--- src/sv/brtd_pkg.sv ---
// Package for the backlight ramp / timeout dimmer.
// Holds the transfer payload types, operation and register codes, and compare helpers.
// No dependencies.
package brtd_pkg;

  // Operation codes carried in the op field
  localparam logic [2:0] OP_TICK    = 3'd0;
  localparam logic [2:0] OP_RAMP    = 3'd1;
  localparam logic [2:0] OP_LIGHT   = 3'd2;
  localparam logic [2:0] OP_OFF     = 3'd3;
  localparam logic [2:0] OP_RESTART = 3'd4;

  // Register indexes on the configuration port
  localparam logic [1:0] REG_TIMEOUT   = 2'd0;
  localparam logic [1:0] REG_BRIGHT    = 2'd1;
  localparam logic [1:0] REG_THRESHOLD = 2'd2;
  localparam logic [1:0] REG_MHZ       = 2'd3;

  // Register reset values
  localparam logic [15:0] TIMEOUT_RST   = 16'd60;
  localparam logic [3:0]  BRIGHT_RST    = 4'd10;
  localparam logic [11:0] THRESHOLD_RST = 12'd2048;
  localparam logic [3:0]  MHZ_RST       = 4'd4;

  // State reset values: timeout plus half brightness, and eight times clock scale
  localparam logic [16:0] COUNT_RST   = 17'd65;
  localparam logic [7:0]  COMPARE_RST = 8'd32;

  localparam logic [3:0] LEVEL_MAX = 4'd10;
  // Compare base used when switching on from dark: 25 - 5/2
  localparam logic [4:0] SWITCH_ON_BASE = 5'd23;

  typedef struct packed {
    logic [2:0]  op;
    logic [11:0] light_level;
    logic        page_is_idle;
  } in_t;

  typedef struct packed {
    logic       pwm_enabled;
    logic [7:0] compare_value;
    logic [3:0] current_level;
    logic       level_reached;
  } out_t;

  // Compare base 25 - (5*level)/2 for levels 0 to 10
  function automatic logic [4:0] level_base(input logic [3:0] level);
    logic [4:0] base;
    case (level)
      4'd0:    base = 5'd25;
      4'd1:    base = 5'd23;
      4'd2:    base = 5'd20;
      4'd3:    base = 5'd18;
      4'd4:    base = 5'd15;
      4'd5:    base = 5'd13;
      4'd6:    base = 5'd10;
      4'd7:    base = 5'd8;
      4'd8:    base = 5'd5;
      4'd9:    base = 5'd3;
      default: base = 5'd0;
    endcase
    return base;
  endfunction

  // Scale a base by the clock, saturating at 255
  function automatic logic [7:0] sat_compare(input logic [4:0] base, input logic [3:0] mhz);
    logic [8:0] prod;
    prod = 9'(base) * 9'(mhz);
    return prod[8] ? 8'hFF : prod[7:0];
  endfunction

endpackage

--- src/sv/backlight_ramp_timeout_dimmer_core.sv ---
// Top level of the backlight ramp / timeout dimmer.
// Input register, single-pass next-state logic, and output register; APB config port.
// Depends on brtd_pkg.
//
// A result passes the input register, then the output register; one operation per cycle
// while the output is not stalled, set by the update of the dimmer state.
// Reset (async, active low) clears both pipeline valids, zeroes levels and the PWM enable,
// loads the countdown with 65 and the compare with 32, and loads register defaults.
module backlight_ramp_timeout_dimmer_core (
  input  logic                clk_i,
  input  logic                rst_ni,
  // input channel
  input  logic                in_valid_i,
  output logic                in_stall_o,
  input  brtd_pkg::in_t       in_data_i,
  // result channel
  output logic                out_valid_o,
  input  logic                out_stall_i,
  output brtd_pkg::out_t      out_data_o,
  // configuration port
  input  logic                psel,
  input  logic                penable,
  input  logic                pwrite,
  input  logic [3:0]          paddr,
  input  logic [31:0]         pwdata,
  output logic [31:0]         prdata,
  output logic                pready
);

  // Configuration registers
  logic [15:0] timeout_q;
  logic [3:0]  bright_q;
  logic [11:0] threshold_q;
  logic [3:0]  mhz_q;

  // Pipeline registers
  logic           in_valid_q;
  brtd_pkg::in_t  in_q;
  logic           out_valid_q;
  brtd_pkg::out_t out_q, out_d;

  // Dimmer state
  logic [3:0]  tgt_q, tgt_d;
  logic [3:0]  lvl_q, lvl_d;
  logic        on_q, on_d;
  logic [16:0] cnt_q, cnt_d;
  logic [7:0]  cmp_q, cmp_d;

  logic        out_ready;
  logic        fire;
  logic        cfg_wr;
  logic [3:0]  lit_level;
  logic [16:0] reload;

  assign pready = 1'b1;
  assign cfg_wr = psel && penable && pwrite;

  // Write configuration registers
  always_ff @(posedge clk_i or negedge rst_ni) begin
    if (!rst_ni) begin
      timeout_q   <= brtd_pkg::TIMEOUT_RST;
      bright_q    <= brtd_pkg::BRIGHT_RST;
      threshold_q <= brtd_pkg::THRESHOLD_RST;
      mhz_q       <= brtd_pkg::MHZ_RST;
    end else if (cfg_wr) begin
      case (paddr[3:2])
        brtd_pkg::REG_TIMEOUT:   timeout_q   <= pwdata[15:0];
        brtd_pkg::REG_BRIGHT:    bright_q    <= pwdata[3:0];
        brtd_pkg::REG_THRESHOLD: threshold_q <= pwdata[11:0];
        brtd_pkg::REG_MHZ:       mhz_q       <= pwdata[3:0];
        default: ;
      endcase
    end
  end

  // Read back configuration registers
  always_comb begin
    case (paddr[3:2])
      brtd_pkg::REG_TIMEOUT:   prdata = {16'd0, timeout_q};
      brtd_pkg::REG_BRIGHT:    prdata = {28'd0, bright_q};
      brtd_pkg::REG_THRESHOLD: prdata = {20'd0, threshold_q};
      brtd_pkg::REG_MHZ:       prdata = {28'd0, mhz_q};
      default:                 prdata = 32'd0;
    endcase
  end

  // Handshake: the input stage advances whenever the output register is free or draining
  assign out_ready  = !out_valid_q || !out_stall_i;
  assign fire       = in_valid_q && out_ready;
  assign in_stall_o = in_valid_q && !out_ready;

  always_ff @(posedge clk_i or negedge rst_ni) begin
    if (!rst_ni) begin
      in_valid_q <= 1'b0;
    end else if (!in_stall_o) begin
      in_valid_q <= in_valid_i;
    end
  end

  // Capture the input payload on each transfer
  always_ff @(posedge clk_i) begin
    if (in_valid_i && !in_stall_o) begin
      in_q <= in_data_i;
    end
  end

  assign lit_level = (bright_q > brtd_pkg::LEVEL_MAX) ? brtd_pkg::LEVEL_MAX : bright_q;
  assign reload    = {1'b0, timeout_q} + 17'(lit_level[3:1]);

  // Next state for the item in the input register
  always_comb begin
    tgt_d = tgt_q;
    lvl_d = lvl_q;
    on_d  = on_q;
    cnt_d = cnt_q;
    cmp_d = cmp_q;
    if (fire) begin
      case (in_q.op)
        brtd_pkg::OP_TICK: begin
          if (cnt_q != 17'd0) begin
            cnt_d = cnt_q - 17'd1;
          end
          if (cnt_d == 17'd0 && in_q.page_is_idle) begin
            tgt_d = 4'd0;
          end
        end
        brtd_pkg::OP_RAMP: begin
          // switch on from dark and reload the timeout
          if (lvl_q == 4'd0 && tgt_q != 4'd0 && !on_q) begin
            cmp_d = brtd_pkg::sat_compare(brtd_pkg::SWITCH_ON_BASE, mhz_q);
            cnt_d = reload;
            on_d  = 1'b1;
          end
          // step one level toward the target
          if (lvl_q < tgt_q) begin
            lvl_d = lvl_q + 4'd1;
            cmp_d = brtd_pkg::sat_compare(brtd_pkg::level_base(lvl_d), mhz_q);
          end else if (lvl_q > tgt_q) begin
            lvl_d = lvl_q - 4'd1;
            cmp_d = brtd_pkg::sat_compare(brtd_pkg::level_base(lvl_d), mhz_q);
          end
          // drop the output once fully dark
          if (lvl_d == 4'd0 && tgt_q == 4'd0) begin
            on_d = 1'b0;
          end
        end
        brtd_pkg::OP_LIGHT: begin
          if (in_q.light_level > threshold_q) begin
            tgt_d = 4'd0;
          end else if (cnt_q != 17'd0) begin
            tgt_d = lit_level;
          end
        end
        brtd_pkg::OP_OFF: begin
          on_d  = 1'b0;
          tgt_d = 4'd0;
          lvl_d = 4'd0;
        end
        brtd_pkg::OP_RESTART: begin
          cnt_d = reload;
        end
        default: ;
      endcase
    end
    out_d.pwm_enabled   = on_d;
    out_d.compare_value = cmp_d;
    out_d.current_level = lvl_d;
    out_d.level_reached = (lvl_d == tgt_d);
  end

  // Hold the dimmer state
  always_ff @(posedge clk_i or negedge rst_ni) begin
    if (!rst_ni) begin
      tgt_q <= 4'd0;
      lvl_q <= 4'd0;
      on_q  <= 1'b0;
      cnt_q <= brtd_pkg::COUNT_RST;
      cmp_q <= brtd_pkg::COMPARE_RST;
    end else begin
      tgt_q <= tgt_d;
      lvl_q <= lvl_d;
      on_q  <= on_d;
      cnt_q <= cnt_d;
      cmp_q <= cmp_d;
    end
  end

  // Result register: load on advance, drop after the transfer
  always_ff @(posedge clk_i or negedge rst_ni) begin
    if (!rst_ni) begin
      out_valid_q <= 1'b0;
    end else if (fire) begin
      out_valid_q <= 1'b1;
    end else if (!out_stall_i) begin
      out_valid_q <= 1'b0;
    end
  end

  always_ff @(posedge clk_i) begin
    if (fire) begin
      out_q <= out_d;
    end
  end

  assign out_valid_o = out_valid_q;
  assign out_data_o  = out_q;

endmodule

--- config.mk ---
export PLATFORM = sky130hd
export DESIGN_NAME = backlight_ramp_timeout_dimmer_core
export DESIGN_NICKNAME = d
export VERILOG_FILES = /design/src/sv/brtd_pkg.sv /design/src/sv/backlight_ramp_timeout_dimmer_core.sv
export SDC_FILE = /design/constraint.sdc
export NUM_CORES = 1
export LEC_CHECK = 0
export ABC_AREA = 1
export BUFFER_PORTS_ARGS = -buffer_cell sky130_fd_sc_hd__buf_2
export CORE_UTILIZATION = 40
export DETAILED_ROUTE_END_ITERATION = 6
export SYNTH_ARGS = -nofsm -noshare
export SYNTH_HDL_FRONTEND = slang
export SYNTH_SLANG_ARGS = --single-unit
--- constraint.sdc ---
create_clock -name clk_i -period 11.9 [get_ports clk_i]
set_input_delay 1.785 -clock clk_i [delete_from_list [all_inputs] [get_ports clk_i]]
set_output_delay 1.785 -clock clk_i [all_outputs]
set_load 0.02 [all_outputs]
==> results of run 1 <==
power groups by stage:
stage          logic [mW]  registers, mW  clock network [mW]
2_1_floorplan       0.717          0.557                   0
3_3_place_gp        0.932          0.567                   0
3_5_place_dp        0.945          0.566                   0
4_1_cts             0.955          0.560               0.323
5_1_grt              1.10          0.576               0.333
6_report            0.955          0.560               0.314
flip-flops by register name (all words and copies together) (netlist names):
| signal | flops |
|---|---|
| cmp_q | 8 |
| out_data_o | 14 |
| timeout_q | 16 |
| cnt_q | 17 |
| mhz_q | 4 |
| in_q | 16 |
| lvl_q | 4 |
| bright_q | 4 |
| tgt_q | 4 |
| threshold_q | 12 |
| in_valid_q | 1 |
| out_valid_o | 1 |
| on_q | 1 |
final cells by class:
cell class | instances | area, um^2
clock inverters | 6 | 78.8
inverters | 161 | 604
multi-input cells | 727 | 4250
clock buffers | 10 | 229
flip-flops and latches | 102 | 2720
well taps | 260 | 325
repair buffers | 73 | 370
fillers | 1922 | 10300
per-layer routing:
layer	routed length [um]	GRT usage	vias to the layer above
met3	653	0.0211	17
met4	300	0.0664	0
met1	9310	0.286	3009
met2	7990	0.300	139
met5	0	0	-
li1	-	-	3388
worst min-delay path by stage:
stage                                     start                           to  slack [ps]  cells after the start
floorplan           threshold_q[10]$_DFFE_PN0P_  threshold_q[10]$_DFFE_PN0P_         450                      2
global placement     threshold_q[6]$_DFFE_PN0P_   threshold_q[6]$_DFFE_PN0P_         470                      2
detailed placement   threshold_q[5]$_DFFE_PN0P_   threshold_q[5]$_DFFE_PN0P_         470                      2
CTS                  threshold_q[5]$_DFFE_PN0P_   threshold_q[5]$_DFFE_PN0P_         490                      2
global route                 cmp_q[5]$_DFF_PN1_           cmp_q[5]$_DFF_PN1_         520                      2
finish                 timeout_q[6]$_DFFE_PN0P_     timeout_q[6]$_DFFE_PN0P_         490                      2
worst max-delay path, cell delays in order, from the launching register on:
cell and delay, ps:
dfrtp_1 500, inv_2 170, ha_1 240, inv_1 80, nand2_1 50, nand2_1 130
nor2_1 50, inv_1 80, o21ai_0 80, a21oi_1 110, a31oi_1 100, or2_2 330
fa_1 480, inv_1 60, fa_1 580, inv_1 70, fa_1 450, nand3b_1 200
nand2_1 80, nand2_1 60, nand2_1 60, a21oi_1 60, or2_2 270, nand2_1 160
o21ai_0 110, nand3_1 110, o311ai_0 140, nand2_1 150
synth_stat cells (5+ instances only):
| cell type | count | area (um^2) |
|---|---|---|
| nand2_1 | 214 | 803 |
| inv_1 | 154 | 578 |
| nor2_1 | 109 | 409 |
| o21ai_0 | 87 | 435 |
| ha_1 | 66 | 826 |
| dfrtp_1 | 61 | 1530 |
| nand3_1 | 52 | 260 |
| a21oi_1 | 39 | 195 |
| edfxtp_1 | 30 | 901 |
| buf_4 | 17 | 128 |
| fa_1 | 16 | 320 |
| o22ai_1 | 16 | 100 |
| xor2_1 | 16 | 140 |
| clkbuf_1 | 13 | 48.8 |
| dfstp_2 | 11 | 289 |
| nor2_2 | 11 | 68.8 |
| a31oi_1 | 10 | 62.6 |
| nand4_1 | 8 | 50.1 |
| o21ai_1 | 6 | 30.0 |
| or2_2 | 6 | 37.5 |
| nand2_2 | 5 | 31.3 |
| o2111ai_1 | 5 | 43.8 |
| o211ai_1 | 5 | 37.5 |
| xnor2_1 | 5 | 43.8 |
logic make-up after synthesis:
logic type	after synthesis	share of synthesized area
adder cells (fa/ha/maj)	82	0.148
XOR/XNOR	21	0.0238
other	2	0.000973
flip-flops	102	0.352
AND/OR/NAND/NOR	423	0.235
AO/OA/AOI/OAI	184	0.135
buffers and inverters	196	0.105
==> reports/summary.txt, run 1 <==
RR Endpoint: out_data_o[10]$_DFFE_PP_
Util after Layout: 0.455
Peak supply drop: 0.0992 mV
Core Region: 18800 um^2
I/O pin cnt: 108
FMAX: 196 MHz
Vias in the first global route: 6202
Die Ht: 141 um
First-pass DRT Iterations: 5
Post-Syn Area: 7720 um^2
Most frequent cells in the layout: 214 x nand2_1, 154 x inv_1, 109 x nor2_1, 87 x o21ai_0, 71 x buf_2
Total grt overflow: 0
FF-to-FF setup slack: 6790 ps
DIE AREA: 19900 um^2
Final GP Congestion: 0.849
Tcrit/Tclk final: 0.430
DRC errors left: 0
Post-route ant nets: 0
Worst-path clk slew: 80 ps
Sw Share: 0.466
Slew HR: 0.355
Row cnt: 50
Clock power share: 0.172
Initial Util: 0.410
CP Max Fanout: 10
Hold buffer count at cts: 0
Number of diodes: 0
Routed via count: 6553
Via-to-Cell Ratio: 4.89
Initial antenna violation count: 0
#FFs+latches synth: 102
Post-synth EDFFs: 30
Clock insertion delay at the later pin of the skew report: 360 ps
Hold WS: 489 ps
Final wirelength: 18300 um
Setup Fix Bufs, Post-CTS: 0
GRT Util Overall: 0.195
Synth Instances: 1010
CP Capture Type: flip-flop
Prevailing post-synth register cell: dfrtp_1
Ys async rst share: 0.706
Post-DP HPWL: 14000 um
Part of the power in registers: 0.306
H-tree depth: 3
Clock tree sinks: 102
Cell area after layout: 8570 um^2
Post-synthesis sequential area ratio: 0.352
Post-cts gate resize count: 0
Leakage: 4.28 nW
Fin. max-slew vios: 0
Max Clock Skew: 7.73 ps
Run status: finished, final reports clean
NumNets Final: 1215
Cell Area, Placed: 8260 um^2
Share of layout cells above drive strength 1: 0.123
Crit path DAT: 5330 ps
Period minus WS final: 5110 ps
Overall power: 1.83 mW
Critical Path Source Type: flip-flop
R2R depth: 27
Yosys cell types: 48
Total negative slack: 0 ps
Psw: 0.852 mW
Most common cell after layout, fill and taps aside: nand2_1
Post-synthesis area per instance: 7.64 um^2
Dpl cells: 1323
Die width: 141 um
Hold/Removal Path Class: flip-flop to flip-flop
Clock Tree Root: clkbuf_16
Hold Vio Cnt, Final: 0
Pwr dens: 213 nW/um^2
Worst setup path endpoint: out_data_o[10]$_DFFE_PP_
CTS tree: built
Final setup margin: 6790 ps
First-pass GRT wire length: 30800 um
Final instance count without filler cells: 1339
Number of max-cap violations: 0
Combinational share of power: 0.522
Number of setup violations in the final report: 0
Crit path from: lvl_q[0]$_DFF_PN0_
Drt first-iter violations: 404
Worst-Margin Slew: 967 ps
Drt wl/cell: 13.6 um
Max clock buf depth: 2
Worst EP required: 12110 ps
Pre-CTS setup slack: 6810 ps
Int Pwr: 0.977 mW
RSZ-0062 raised after global routing: no
Reg2Reg Launch Point: lvl_q[0]$_DFF_PN0_
Largest net degree at the start of global routing: 73
Syn. warnings: 0
TritonCTS Buffers: 9
Buffers on Ports: 72
Synthesis-to-finish area growth: 11.0%
WS Path Type: flip-flop to flip-flop
No activity file was read; power rests on OpenSTA's default activity.
==> run 2: changes to the inputs <==
clock period = 4.8 ns   (was 11.9 ns; I/O delays follow)
==> run 2 against run 1 <==
Die area unchanged. Clock skew about the same. Global-route usage increased by 0.093 points. Critical endpoint is now out_data_o[6]$_DFFE_PP_. Clock-buffer cell count unchanged. Cell count increased by 1.6%. Sequential power increased by 140%.
==> reports/summary.txt, run 2 (synthesized netlist as in run 1, its figures left out) <==
Hold buffer count at cts: 0
Peak supply drop: 0.264 mV
Number of setup violations in the final report: 0
WS Path Type: flip-flop to flip-flop
Clock insertion delay at the later pin of the skew report: 360 ps
First-pass DRT Iterations: 5
Die width: 141 um
FMAX: 222 MHz
Period minus WS final: 4510 ps
Total grt overflow: 0
Post-DP HPWL: 14300 um
Run status: finished, final reports clean
H-tree depth: 3
Final wirelength: 18400 um
Core Region: 18800 um^2
GRT met1 Usage: 0.279
Synthesis-to-finish area growth: 13.6%
FF-to-FF setup slack: 290 ps
Share of layout cells above drive strength 1: 0.153
Max reg flops: 17
Biggest regs: cnt_q x17, in_q x16, timeout_q x16
Initial antenna violation count: 0
Clock Tree Root: clkbuf_16
Min-Delay Startpoint: threshold_q[10]$_DFFE_PN0P_
Number of diodes: 0
CTS tree: built
Cell area after layout: 8770 um^2
CP Capture Type: flip-flop
Total negative slack: 0 ps
Slew HR: 0.352
Routed via count: 6623
TritonCTS Buffers: 9
Post-route ant nets: 0
DIE AREA: 19900 um^2
Row cnt: 50
Hold/Removal Path Class: flip-flop to flip-flop
M3 GR Usage: 0.0272
Final GP Congestion: 0.866
Hold Vio Cnt, Final: 0
Drt wl/cell: 13.5 um
Worst EP required: 4910 ps
Cell Area, Placed: 8380 um^2
Worst setup path endpoint: out_data_o[6]$_DFFE_PP_
Max Clock Skew: 8.10 ps
Vias in the first global route: 6299
Largest net degree at the start of global routing: 73
Leakage: 4.38 nW
Worst-path clk slew: 80 ps
Fin. max-slew vios: 0
GRT Max-Usage Layer: met2
NumNets Final: 1236
Critical Path Source Type: flip-flop
Worst-Margin Slew: 972 ps
Crit path from: lvl_q[1]$_DFF_PN0_
Most flop-heavy register: cnt_q
First-pass GRT wire length: 30800 um
Met2 Use GR: 0.307
Pwr dens: 531 nW/um^2
Die Ht: 141 um
DRC errors left: 0
Tcrit/Tclk final: 0.940
Via-to-Cell Ratio: 4.87
Initial Util: 0.410
Max clock buf depth: 2
Most frequent cells in the layout: 211 x nand2_1, 151 x inv_1, 108 x nor2_1, 78 x o21ai_0, 71 x buf_2
Crit path DAT: 4630 ps
I/O pin cnt: 108
Clock tree sinks: 102
RR Endpoint: out_data_o[6]$_DFFE_PP_
Drt first-iter violations: 416
Reg2Reg Launch Point: lvl_q[1]$_DFF_PN0_
Buffers on Ports: 72
CP Max Fanout: 7
R2R depth: 25
Most common cell after layout, fill and taps aside: nand2_1
Number of max-cap violations: 0
GRT Util Overall: 0.196
## run 2: critical path, cell delays in order (launching register included)
cell and delay [ps]:
dfrtp_1 400, buf_4 170, ha_1 210, xnor2_2 280, inv_2 100, o21ai_1 140
nand2_1 110, inv_1 90, nand2_1 60, fa_1 480, inv_1 50, fa_1 560
inv_1 70, fa_2 400, nor2_2 130, o21ai_1 80, nand2_1 60, nand2_1 60
nand2_1 60, nand2_1 60, nand3_1 90, nand2_2 110, o21ai_0 170, nand4_1 120
o21ai_1 120, inv_1 70
## run 2: worst min-delay path by stage
stage / endpoint / slack (ps) / cells past startpoint
CTS: timeout_q[6]$_DFFE_PN0P_ / 490 / 2
finish: threshold_q[10]$_DFFE_PN0P_ / 490 / 2
global placement: timeout_q[6]$_DFFE_PN0P_ / 470 / 2
detailed placement: timeout_q[6]$_DFFE_PN0P_ / 470 / 2
floorplan: bright_q[0]$_DFFE_PN0P_ / 420 / 0
global route: in_q[8]$_DFFE_PP_ / 510 / 1
## run 2: area by class of cell
| type | instances | area, um^2 |
|---|---|---|
| inverter | 161 | 604 |
| clock buffer | 10 | 229 |
| multi-input combinational | 727 | 4300 |
| tap | 260 | 325 |
| fill | 1903 | 10100 |
| sequential | 102 | 2720 |
| timing repair buffer | 94 | 528 |
| clock inverter | 6 | 62.6 |
## run 2: what timing repair did
action	in CTS	in global routing
buffers inserted	0	5
pin swaps	0	5
resized for setup	2	25
setup endpoints to repair	2	16
## run 2: per-layer routing
metal  up-vias  share of wire
li1       3433              -
met1      3024           0.50
met2       143           0.43
met3        23          0.046
met4         0          0.020
met5         -              0
## run 2: through the flow
| step | setup slack, ps | hold WS, ps | cells | power [mW] | util |
|---|---|---|---|---|---|
| after detailed placement | 32.8 | 473 | 1339 | 3.84 | 0.445 |
| after global placement | 61.9 | 466 | 1339 | 3.82 | 0.445 |
| after CTS | 13.9 | 492 | 1355 | 4.61 | 0.461 |
| after floorplan | 304 | 424 | 1025 | 3.16 | - |
| final | 289 | 493 | 1360 | 4.65 | 0.466 |
| after global routing | -20.8 | 515 | 1360 | 5.12 | 0.466 |
## run 2: power breakdown
part,leakage [nW],switching (mW),total [mW],internal (mW)
sequential,1.14,0.199,1.37,1.17
combinational,3.10,1.60,2.55,0.956
clock,0.142,0.368,0.734,0.366
